**src/rtl/admittance_filter_1d_unit_macros.svh**
```systemverilog
// Assertion macros used by the admittance filter RTL.
`ifndef ADMITTANCE_FILTER_1D_UNIT_MACROS_SVH
`define ADMITTANCE_FILTER_1D_UNIT_MACROS_SVH

`ifndef ASSERT_OFF
// Property must hold at every clock edge outside reset.
`define AFD_ASSERT(lbl, clk, rst_n, prop, msg) \
  lbl: assert property (@(posedge clk) disable iff (!rst_n) prop) else $error(msg);
// Condition must never be true outside reset.
`define AFD_ASSERT_NEVER(lbl, clk, rst_n, cond, msg) \
  lbl: assert property (@(posedge clk) disable iff (!rst_n) !(cond)) else $error(msg);
`else
`define AFD_ASSERT(lbl, clk, rst_n, prop, msg)
`define AFD_ASSERT_NEVER(lbl, clk, rst_n, cond, msg)
`endif

`endif

```
**src/rtl/afd_pkg.sv**
```systemverilog
// Types and constants of the admittance filter.
package afd_pkg;

  localparam int unsigned AccW  = 128;  // exact accumulator, units of 2^-64
  localparam int unsigned MplW  = 34;   // widest serial multiplier operand
  localparam int unsigned CntW  = 6;    // serial step counter
  localparam int unsigned QuoW  = 41;   // quotient bits below overflow limit
  localparam int unsigned DivSteps = QuoW + 1;

  // Register indexes
  localparam logic [1:0] CFG_MASS      = 2'd0;
  localparam logic [1:0] CFG_DAMPING   = 2'd1;
  localparam logic [1:0] CFG_STIFFNESS = 2'd2;
  localparam logic [1:0] CFG_PERIOD    = 2'd3;

  typedef enum logic [1:0] {
    FAULT_OK    = 2'd0,
    FAULT_SAT   = 2'd1,
    FAULT_CZERO = 2'd2
  } fault_e;

  typedef struct packed {
    logic signed [31:0] desired_position;
    logic signed [31:0] desired_force;
    logic signed [31:0] measured_force;
  } in_word_t;

  typedef struct packed {
    logic signed [31:0] command_position;
    logic [1:0]         fault;
  } out_word_t;

  // Command to the serial multiply-accumulate unit
  typedef struct packed {
    logic            start;
    logic            clear;
    logic            sgn;
    logic [CntW-1:0] len;
    logic [AccW-1:0] mcand;
    logic [MplW-1:0] mplier;
  } mac_cmd_t;

  // Command to the serial divider
  typedef struct packed {
    logic            start;
    logic [AccW-1:0] mag;
    logic [AccW-1:0] den;
  } div_cmd_t;

  typedef struct packed {
    logic            busy;
    logic            ovf;
    logic [QuoW-1:0] quo;
  } div_res_t;

endpackage

```
**src/rtl/afd_mac.sv**
```systemverilog
// Bit-serial shift-add multiply-accumulate unit, one multiplier bit per cycle.
module afd_mac (
  input  logic                  clk_i,
  input  logic                  rst_ni,
  input  afd_pkg::mac_cmd_t     cmd_i,
  output logic                  busy_o,
  output logic [afd_pkg::AccW-1:0] acc_o
);
  import afd_pkg::*;

  logic [CntW-1:0] cnt_q;
  logic [AccW-1:0] mcand_q, acc_q;
  logic [MplW-1:0] mpl_q;
  logic            sgn_q;
  logic            sub;

  assign busy_o = (cnt_q != '0);
  assign acc_o  = acc_q;
  // sign bit of a two's complement multiplier carries negative weight
  assign sub    = sgn_q && (cnt_q == CntW'(1));

  // step counter
  always_ff @(posedge clk_i or negedge rst_ni) begin
    if (!rst_ni) begin
      cnt_q <= '0;
    end else if (cmd_i.start) begin
      cnt_q <= cmd_i.len;
    end else if (busy_o) begin
      cnt_q <= cnt_q - CntW'(1);
    end
  end

  // datapath
  always_ff @(posedge clk_i) begin
    if (cmd_i.start) begin
      mcand_q <= cmd_i.mcand;
      mpl_q   <= cmd_i.mplier;
      sgn_q   <= cmd_i.sgn;
      if (cmd_i.clear) begin
        acc_q <= '0;
      end
    end else if (busy_o) begin
      if (mpl_q[0]) begin
        acc_q <= sub ? acc_q - mcand_q : acc_q + mcand_q;
      end
      mcand_q <= {mcand_q[AccW-2:0], 1'b0};
      mpl_q   <= {1'b0, mpl_q[MplW-1:1]};
    end
  end

endmodule

```
**src/rtl/afd_div.sv**
```systemverilog
// Restoring divider, one quotient bit per cycle, with overflow detection.
module afd_div (
  input  logic              clk_i,
  input  logic              rst_ni,
  input  afd_pkg::div_cmd_t cmd_i,
  output afd_pkg::div_res_t res_o
);
  import afd_pkg::*;

  logic [CntW-1:0] cnt_q;
  logic [AccW-1:0] rem_q, den_q;
  logic [QuoW-1:0] quo_q;
  logic            ovf_q;
  logic            ge;

  assign ge = (rem_q >= den_q);

  assign res_o.busy = (cnt_q != '0);
  assign res_o.ovf  = ovf_q;
  assign res_o.quo  = quo_q;

  // step counter
  always_ff @(posedge clk_i or negedge rst_ni) begin
    if (!rst_ni) begin
      cnt_q <= '0;
    end else if (cmd_i.start) begin
      cnt_q <= CntW'(DivSteps);
    end else if (res_o.busy) begin
      cnt_q <= cnt_q - CntW'(1);
    end
  end

  // first step tests the overflow limit, the rest build the quotient
  always_ff @(posedge clk_i) begin
    if (cmd_i.start) begin
      rem_q <= cmd_i.mag;
      den_q <= {cmd_i.den[AccW-QuoW-1:0], {QuoW{1'b0}}};
      quo_q <= '0;
      ovf_q <= 1'b0;
    end else if (res_o.busy) begin
      if (ge) begin
        rem_q <= rem_q - den_q;
      end
      if (cnt_q == CntW'(DivSteps)) begin
        ovf_q <= ge;
      end else begin
        quo_q <= {quo_q[QuoW-2:0], ge};
      end
      den_q <= {1'b0, den_q[AccW-1:1]};
    end
  end

endmodule

```
**src/rtl/admittance_filter_1d_unit.sv**
```systemverilog
// One-axis admittance filter: bilinear mass-spring-damper, one command word per input word.
// Per input word (no numerator terms and no quotient when the C coefficient is zero), the
// coefficients T^2, T*D, T^2*K and the numerator terms are formed on one bit-serial
// shift-add unit, one multiplier bit per cycle (24+24+32+32+32+34 steps), and the quotient
// comes from a restoring divider at one bit per cycle (42 steps). One word is in work at a
// time; the next is taken while the previous result still waits in the output register.
`include "admittance_filter_1d_unit_macros.svh"

module admittance_filter_1d_unit (
  input  logic               clk_i,
  input  logic               rst_ni,
  input  logic               cfg_we_i,
  input  logic [1:0]         cfg_idx_i,
  input  logic [31:0]        cfg_data_i,
  input  logic               in_valid_i,
  output logic               in_ready_o,
  input  afd_pkg::in_word_t  in_data_i,
  output logic               out_valid_o,
  input  logic               out_ready_i,
  output afd_pkg::out_word_t out_data_o
);
  import afd_pkg::*;

  typedef enum logic [4:0] {
    S_IDLE, S_TT_GO, S_TT_W, S_TD_GO, S_TD_W, S_TTK_GO, S_TTK_W, S_COEF, S_CHK,
    S_N1_GO, S_N1_W, S_N2_GO, S_N2_W, S_N3_GO, S_N3_W, S_DIV_GO, S_DIV_W, S_FIN
  } state_e;

  state_e state_q;

  // configuration
  logic [31:0] mass_q, damping_q, stiffness_q;
  logic [23:0] period_q;

  // word in work
  logic signed [31:0] xd_q, f0_q;
  logic signed [33:0] fsum_q;
  logic signed [31:0] e1_q, e2_q, f1_q, f2_q;
  logic [47:0]        tt_q;
  logic [55:0]        td_q;
  logic [79:0]        ttk_q;
  logic [AccW-1:0]    ca_q, cb_q, cc_q;
  logic               neg_q, czero_q;

  mac_cmd_t        mac_cmd;
  logic            mac_busy;
  logic [AccW-1:0] acc;
  div_cmd_t        div_cmd;
  div_res_t        div_res;

  afd_mac u_mac (
    .clk_i  (clk_i),
    .rst_ni (rst_ni),
    .cmd_i  (mac_cmd),
    .busy_o (mac_busy),
    .acc_o  (acc)
  );

  afd_div u_div (
    .clk_i  (clk_i),
    .rst_ni (rst_ni),
    .cmd_i  (div_cmd),
    .res_o  (div_res)
  );

  assign in_ready_o = (state_q == S_IDLE);

  // input force error, saturated
  logic signed [32:0] fdiff;
  logic signed [31:0] f0_in;
  logic signed [33:0] fsum_in;
  assign fdiff = 33'(in_data_i.desired_force) - 33'(in_data_i.measured_force);
  always_comb begin
    if (fdiff[32] != fdiff[31]) begin
      f0_in = fdiff[32] ? 32'sh8000_0000 : 32'sh7FFF_FFFF;
    end else begin
      f0_in = fdiff[31:0];
    end
  end
  assign fsum_in = 34'(f0_in) + (34'(f1_q) <<< 1) + 34'(f2_q);

  // coefficients in units of 2^-64
  logic [AccW-1:0] m4, td2, ttk, tsq;
  assign m4  = {46'b0, mass_q, 50'b0};
  assign td2 = {47'b0, td_q, 25'b0};
  assign ttk = {48'b0, ttk_q};
  assign tsq = {64'b0, tt_q, 16'b0};

  // commands to the serial units
  always_comb begin
    mac_cmd = '0;
    unique case (state_q)
      S_TT_GO: begin
        mac_cmd = '{start: 1'b1, clear: 1'b1, sgn: 1'b0, len: CntW'(24),
                    mcand: AccW'(period_q), mplier: MplW'(period_q)};
      end
      S_TD_GO: begin
        mac_cmd = '{start: 1'b1, clear: 1'b1, sgn: 1'b0, len: CntW'(24),
                    mcand: AccW'(damping_q), mplier: MplW'(period_q)};
      end
      S_TTK_GO: begin
        mac_cmd = '{start: 1'b1, clear: 1'b1, sgn: 1'b0, len: CntW'(32),
                    mcand: AccW'(tt_q), mplier: MplW'(stiffness_q)};
      end
      S_N1_GO: begin
        mac_cmd = '{start: 1'b1, clear: 1'b1, sgn: 1'b1, len: CntW'(32),
                    mcand: cb_q, mplier: MplW'($unsigned(e1_q))};
      end
      S_N2_GO: begin
        mac_cmd = '{start: 1'b1, clear: 1'b0, sgn: 1'b1, len: CntW'(32),
                    mcand: ca_q, mplier: MplW'($unsigned(e2_q))};
      end
      S_N3_GO: begin
        mac_cmd = '{start: 1'b1, clear: 1'b0, sgn: 1'b1, len: CntW'(34),
                    mcand: AccW'(0) - tsq, mplier: $unsigned(fsum_q)};
      end
      default: begin
        mac_cmd = '0;
      end
    endcase
  end

  assign div_cmd.start = (state_q == S_DIV_GO);
  assign div_cmd.mag   = acc[AccW-1] ? AccW'(0) - acc : acc;
  assign div_cmd.den   = cc_q;

  // final result
  logic signed [42:0] qs, xsum;
  logic signed [31:0] xc;
  logic               sat;
  logic signed [32:0] ediff;
  logic signed [31:0] e_new;
  always_comb begin
    qs = neg_q ? 43'sd0 - $signed({2'b0, div_res.quo}) : $signed({2'b0, div_res.quo});
    xsum = 43'(xd_q) + qs;
    if (div_res.ovf) begin
      xc  = neg_q ? 32'sh8000_0000 : 32'sh7FFF_FFFF;
      sat = 1'b1;
    end else if (xsum[42:31] != {12{xsum[42]}}) begin
      xc  = xsum[42] ? 32'sh8000_0000 : 32'sh7FFF_FFFF;
      sat = 1'b1;
    end else begin
      xc  = xsum[31:0];
      sat = 1'b0;
    end
    ediff = 33'(xd_q) - 33'(xc);
    if (ediff[32] != ediff[31]) begin
      e_new = ediff[32] ? 32'sh8000_0000 : 32'sh7FFF_FFFF;
    end else begin
      e_new = ediff[31:0];
    end
  end

  // configuration registers
  always_ff @(posedge clk_i or negedge rst_ni) begin
    if (!rst_ni) begin
      mass_q      <= 32'd65536;
      damping_q   <= '0;
      stiffness_q <= '0;
      period_q    <= 24'd33554;
    end else if (cfg_we_i) begin
      unique case (cfg_idx_i)
        CFG_MASS:      mass_q      <= cfg_data_i;
        CFG_DAMPING:   damping_q   <= cfg_data_i;
        CFG_STIFFNESS: stiffness_q <= cfg_data_i;
        CFG_PERIOD:    period_q    <= cfg_data_i[23:0];
        default:       mass_q      <= mass_q;
      endcase
    end
  end

  // sequencer, history and output register
  always_ff @(posedge clk_i or negedge rst_ni) begin
    if (!rst_ni) begin
      state_q     <= S_IDLE;
      out_valid_o <= 1'b0;
      out_data_o  <= '0;
      e1_q        <= '0;
      e2_q        <= '0;
      f1_q        <= '0;
      f2_q        <= '0;
      xd_q        <= '0;
      f0_q        <= '0;
      fsum_q      <= '0;
      tt_q        <= '0;
      td_q        <= '0;
      ttk_q       <= '0;
      ca_q        <= '0;
      cb_q        <= '0;
      cc_q        <= '0;
      neg_q       <= 1'b0;
      czero_q     <= 1'b0;
    end else begin
      // the final step reloads the register itself
      if (out_valid_o && out_ready_i && (state_q != S_FIN)) begin
        out_valid_o <= 1'b0;
      end
      unique case (state_q)
        S_IDLE: begin
          if (in_valid_i) begin
            xd_q    <= in_data_i.desired_position;
            f0_q    <= f0_in;
            fsum_q  <= fsum_in;
            state_q <= S_TT_GO;
          end
        end
        S_TT_GO:  state_q <= S_TT_W;
        S_TT_W: begin
          if (!mac_busy) begin
            tt_q    <= acc[47:0];
            state_q <= S_TD_GO;
          end
        end
        S_TD_GO:  state_q <= S_TD_W;
        S_TD_W: begin
          if (!mac_busy) begin
            td_q    <= acc[55:0];
            state_q <= S_TTK_GO;
          end
        end
        S_TTK_GO: state_q <= S_TTK_W;
        S_TTK_W: begin
          if (!mac_busy) begin
            ttk_q   <= acc[79:0];
            state_q <= S_COEF;
          end
        end
        S_COEF: begin
          ca_q    <= m4 - td2 + ttk;
          cb_q    <= {ttk[AccW-2:0], 1'b0} - {m4[AccW-2:0], 1'b0};
          cc_q    <= m4 + td2 + ttk;
          state_q <= S_CHK;
        end
        S_CHK: begin
          czero_q <= (cc_q == '0);
          state_q <= (cc_q == '0) ? S_FIN : S_N1_GO;
        end
        S_N1_GO:  state_q <= S_N1_W;
        S_N1_W:   if (!mac_busy) state_q <= S_N2_GO;
        S_N2_GO:  state_q <= S_N2_W;
        S_N2_W:   if (!mac_busy) state_q <= S_N3_GO;
        S_N3_GO:  state_q <= S_N3_W;
        S_N3_W:   if (!mac_busy) state_q <= S_DIV_GO;
        S_DIV_GO: begin
          neg_q   <= acc[AccW-1];
          state_q <= S_DIV_W;
        end
        S_DIV_W:  if (!div_res.busy) state_q <= S_FIN;
        S_FIN: begin
          // wait for a free output register
          if (!out_valid_o || out_ready_i) begin
            out_valid_o <= 1'b1;
            if (czero_q) begin
              out_data_o <= '{command_position: xd_q, fault: FAULT_CZERO};
            end else begin
              out_data_o <= '{command_position: xc,
                              fault: sat ? FAULT_SAT : FAULT_OK};
              e1_q <= e_new;
              e2_q <= e1_q;
              f1_q <= f0_q;
              f2_q <= f1_q;
            end
            czero_q <= 1'b0;
            state_q <= S_IDLE;
          end
        end
        default:  state_q <= S_IDLE;
      endcase
    end
  end

  `AFD_ASSERT_NEVER(a_units_exclusive, clk_i, rst_ni, mac_busy && div_res.busy, "both busy")
  `AFD_ASSERT(a_one_in_work, clk_i, rst_ni, (in_valid_i && in_ready_o) |=> !in_ready_o, "2nd")
  `AFD_ASSERT(a_out_from_fin, clk_i, rst_ni, $rose(out_valid_o) |-> $past(state_q == S_FIN), "fin")

endmodule
```
**config.mk**
```make
export PLATFORM = sky130hd
export DESIGN_NAME = admittance_filter_1d_unit
export DESIGN_NICKNAME = d
export VERILOG_FILES = /design/src/rtl/afd_pkg.sv /design/src/rtl/afd_mac.sv /design/src/rtl/afd_div.sv /design/src/rtl/admittance_filter_1d_unit.sv
export VERILOG_INCLUDE_DIRS = /design/src /design/src/rtl
export SDC_FILE = /design/constraint.sdc
export NUM_CORES = 2
export LEC_CHECK = 0
export BUFFER_PORTS_ARGS = -buffer_cell sky130_fd_sc_hd__buf_2
export CAP_MARGIN = 15
export CORE_AREA = 2 2 444 446
export DETAILED_ROUTE_END_ITERATION = 8
export DIE_AREA = 0 0 446 448
export GPL_TIMING_DRIVEN = 0
export PLACE_DENSITY = 0.66
export SLEW_MARGIN = 20
export SYNTH_ARGS = -nofsm -noshare
export SYNTH_HDL_FRONTEND = slang
export SYNTH_HIERARCHICAL = 1
export SYNTH_SLANG_ARGS = --single-unit
```
**constraint.sdc**
```tcl
create_clock -name clk_i -period 17.6 [get_ports clk_i]
set_input_delay 3.52 -clock clk_i [delete_from_list [all_inputs] [get_ports clk_i]]
set_output_delay 3.52 -clock clk_i [all_outputs]
set_load 0.05 [all_outputs]
```
==> summary.md <==
| Metric | Value |
|---|---|
| WP data arrival | 14590 ps |
| Critical path fanouts, max | 10 |
| TritonCTS buffer count | 160 |
| Worst stage delay on the critical path | 620 ps |
| Proportion of layout cells with a drive suffix above 1 | 9.86% |
| Clock-pin transition on the worst setup and hold timing paths | 60 ps |
| GPL Wtd Cong | 1.06 |
| Setup crit end kind | flop |
| Initial antenna violation count | 57 |
| WHS | 448 ps |
| Die Span Y | 448 um |
| Pre-CTS setup slack | 3560 ps |
| Initial DRC Count | 10.7k |
| Relative slew slack | 7.49% |
| Sequential-to-total area share from yosys stat | 37.5% |
| CTS tree | built |
| Mapped Cells | 10.9k |
| EDFF count, synth | 506 |
| CP Launch Type | flop |
| Status | finished with violations |
| Number of I/O pins | 171 |
| Rows | 162 |
| Crit path setup slack, layout | 3780 ps |
| Initial core utilization | 49.9% |
| Post-DRT Antenna Nets | 0 |
| DRC | 12 |
| Avg Inst Size Synth | 8.88 sq um |
| Detailed Routing Iterations Pass 1 | 9 |
| Top_reg_cell synth | dfrtp_1 |
| Final Max Slew Viols | 0 |
| FFs w/ async S/R, synth | 57.1% |
| Worst hold path type | flop to flop |
| Core area | 195000 sq um |
| Most common cell after layout, fill and taps aside | nand2_1 |
| IO Port Bufs | 170 |
| Skew-Pair Late Insertion Delay | 860 ps |
| Failing checks | DRC |
| Via density per instance | 6.43 |
| Worst slew pin tran | 1390 ps |
| Final worst path period need | 13820 ps |
| H-Tree Depth | 4 |
| Max Clk Rate | 72.4 MHz |
| First-pass GRT wire length | 587000 um |
| Vias in the first global route | 85.1k |
| Most frequent cells in the layout | nand2_1, o21ai_0, a21oi_1 |
| Max-Cap Viols | 0 |
| Nets | 12.1k |
| P&R area growth vs syn | 11.0% |
| Fin crit share | 78.5% |
| Max Buffers Root-to-Sink | 3 |
| Count of cell types in the netlist | 114 |
| Most used cell along the critical path | o21ai_0 |
| Yosys warns | 6 |
| Endpoints failing hold | 0 |
| Hold-fix buffers, CTS | 0 |
| Register bit total from synthesis | 1372 |
| Setup-failing EPs final | 0 |
| Clock Tree Root | clkbuf_16 |
| Routed wire per std cell | 29.4 um |
| Final Util | 55.5% |
| Grt ovf | 0 |
| Worst Clk Skew | 45.7 ps |
| Resized Gates After CTS | 0 |
| Setup TNS | 0 ps |
| Total number of vias | 90.4k |
| Die width | 446 um |
| Overall die area | 200000 sq um |
| Dpl hpwl | 332000 um |
| RSZ-0062 raised after global routing | no |
| Largest net degree at the start of global routing | 96 |
| Total GRT Usage | 40.4% |
| Routed WL | 414000 um |
| Critical path type | flop to flop |
| Worst path slowest cell | or4_1 |
| Post-CTS setup buffers | 0 |
| Mapped Area | 97200 sq um |
| CTS sink count | 1372 |
| Worst path required time | 18370 ps |
==> worst max-delay path: cells and delay by family, from the launching register on <==
| family | cells | cell delay [ps] |
|---|---|---|
| AO/OA/AOI/OAI | 21 | 5730 |
| adder cells (fa/ha/maj) | 2 | 630 |
| flip-flops | 1 | 350 |
| buffers and inverters | 3 | 770 |
| XOR/XNOR | 1 | 170 |
| AND/OR/NAND/NOR | 18 | 5290 |
| multiplexers | 2 | 800 |
==> sequential cells by signal, summed over array words and instances, names as in the netlist, 41 cells and up <==
name           flops
tt_q              48
u_div/rem_q      128
td_q              56
u_div/quo_q       41
ca_q              84
u_mac/acc_o      128
ttk_q             80
u_mac/mcand_q    128
u_div/den_q      128
cb_q              58
cc_q              57
==> cells in the mapped netlist (all sizes together) (172+ instances only) <==
master | instances | area share (%)
a21o | 191 | 1.5
a21oi | 861 | 4.4
clkbuf | 465 | 1.8
dfrtp | 777 | 20
edfxtp | 506 | 16
ha | 606 | 7.8
inv | 446 | 1.7
mux2 | 511 | 5.9
nand2 | 1742 | 6.7
nand4 | 172 | 1.1
nor2 | 664 | 2.6
nor3 | 192 | 1.0
o21ai | 932 | 4.8
o31ai | 203 | 1.6
xnor2 | 541 | 4.9
xor2 | 297 | 2.7
==> metal layers <==
| metal | wire (um) | global-route usage (%) | up-vias |
|---|---|---|---|
| met5 | 153 | 0 | - |
| met4 | 31400 | 26.8 | 28 |
| met3 | 40100 | 9.83 | 1087 |
| met2 | 182000 | 62.3 | 4787 |
| met1 | 160000 | 50.6 | 44193 |
| li1 | - | - | 40275 |
==> cell type report <==
| type | count | area [sq um] |
|---|---|---|
| clock inverter | 80 | 903 |
| buffer | 516 | 1990 |
| antenna | 50 | 125 |
| multi-input combinational | 8612 | 57200 |
| inverter | 446 | 1670 |
| fill | 17773 | 86700 |
| tap | 2542 | 3180 |
| timing repair buffer | 214 | 1950 |
| sequential | 1372 | 36500 |
| clock buffer | 217 | 4420 |
==> cells by family (layout without fill, tap and decap cells) <==
kind of cell	count (synthesis)	count (layout)	share of synthesized area, %
AOI/OAI and AO/OA	3014	3014	19.3
xor gates and xnor gates	838	838	7.55
adders and majority gates	680	680	9.29
buffers and inverters	962	1473	3.75
DFF	1372	1372	37.5
muxes	525	525	6.06
other	1	56	0.00386
and+or+nand+nor	3549	3549	16.6
==> metrics by stage <==
stage                     instance area (sq um)  cells
after floorplan                           97200  10946
after global placement                   101000  13658
after detailed placement                 102000  13696
after CTS                                108000  13993
after global routing                     108000  14003
final                                    108000  14049
==> path summary, 6_finish.rpt <==
path | startpoint | to | slack [ps] | cells past startpoint
worst max-delay path | u_div/quo_q[8] | e1_q[24] | 3780 | 47
worst min-delay path | ttk_q[22] | ca_q[22] | 450 | 2
worst max register to register | u_div/quo_q[8] | e1_q[24] | 3780 | 47
worst min register to register | ttk_q[22] | ca_q[22] | 450 | 2
max in group asynchronous | rst_ni | ca_q[52] | 12650 | 5
min in group asynchronous | rst_ni | xd_q[30] | 2650 | 1
Power is not shown: default switching activity piles up to over one toggle a cycle in this logic, so the estimate is an artifact.
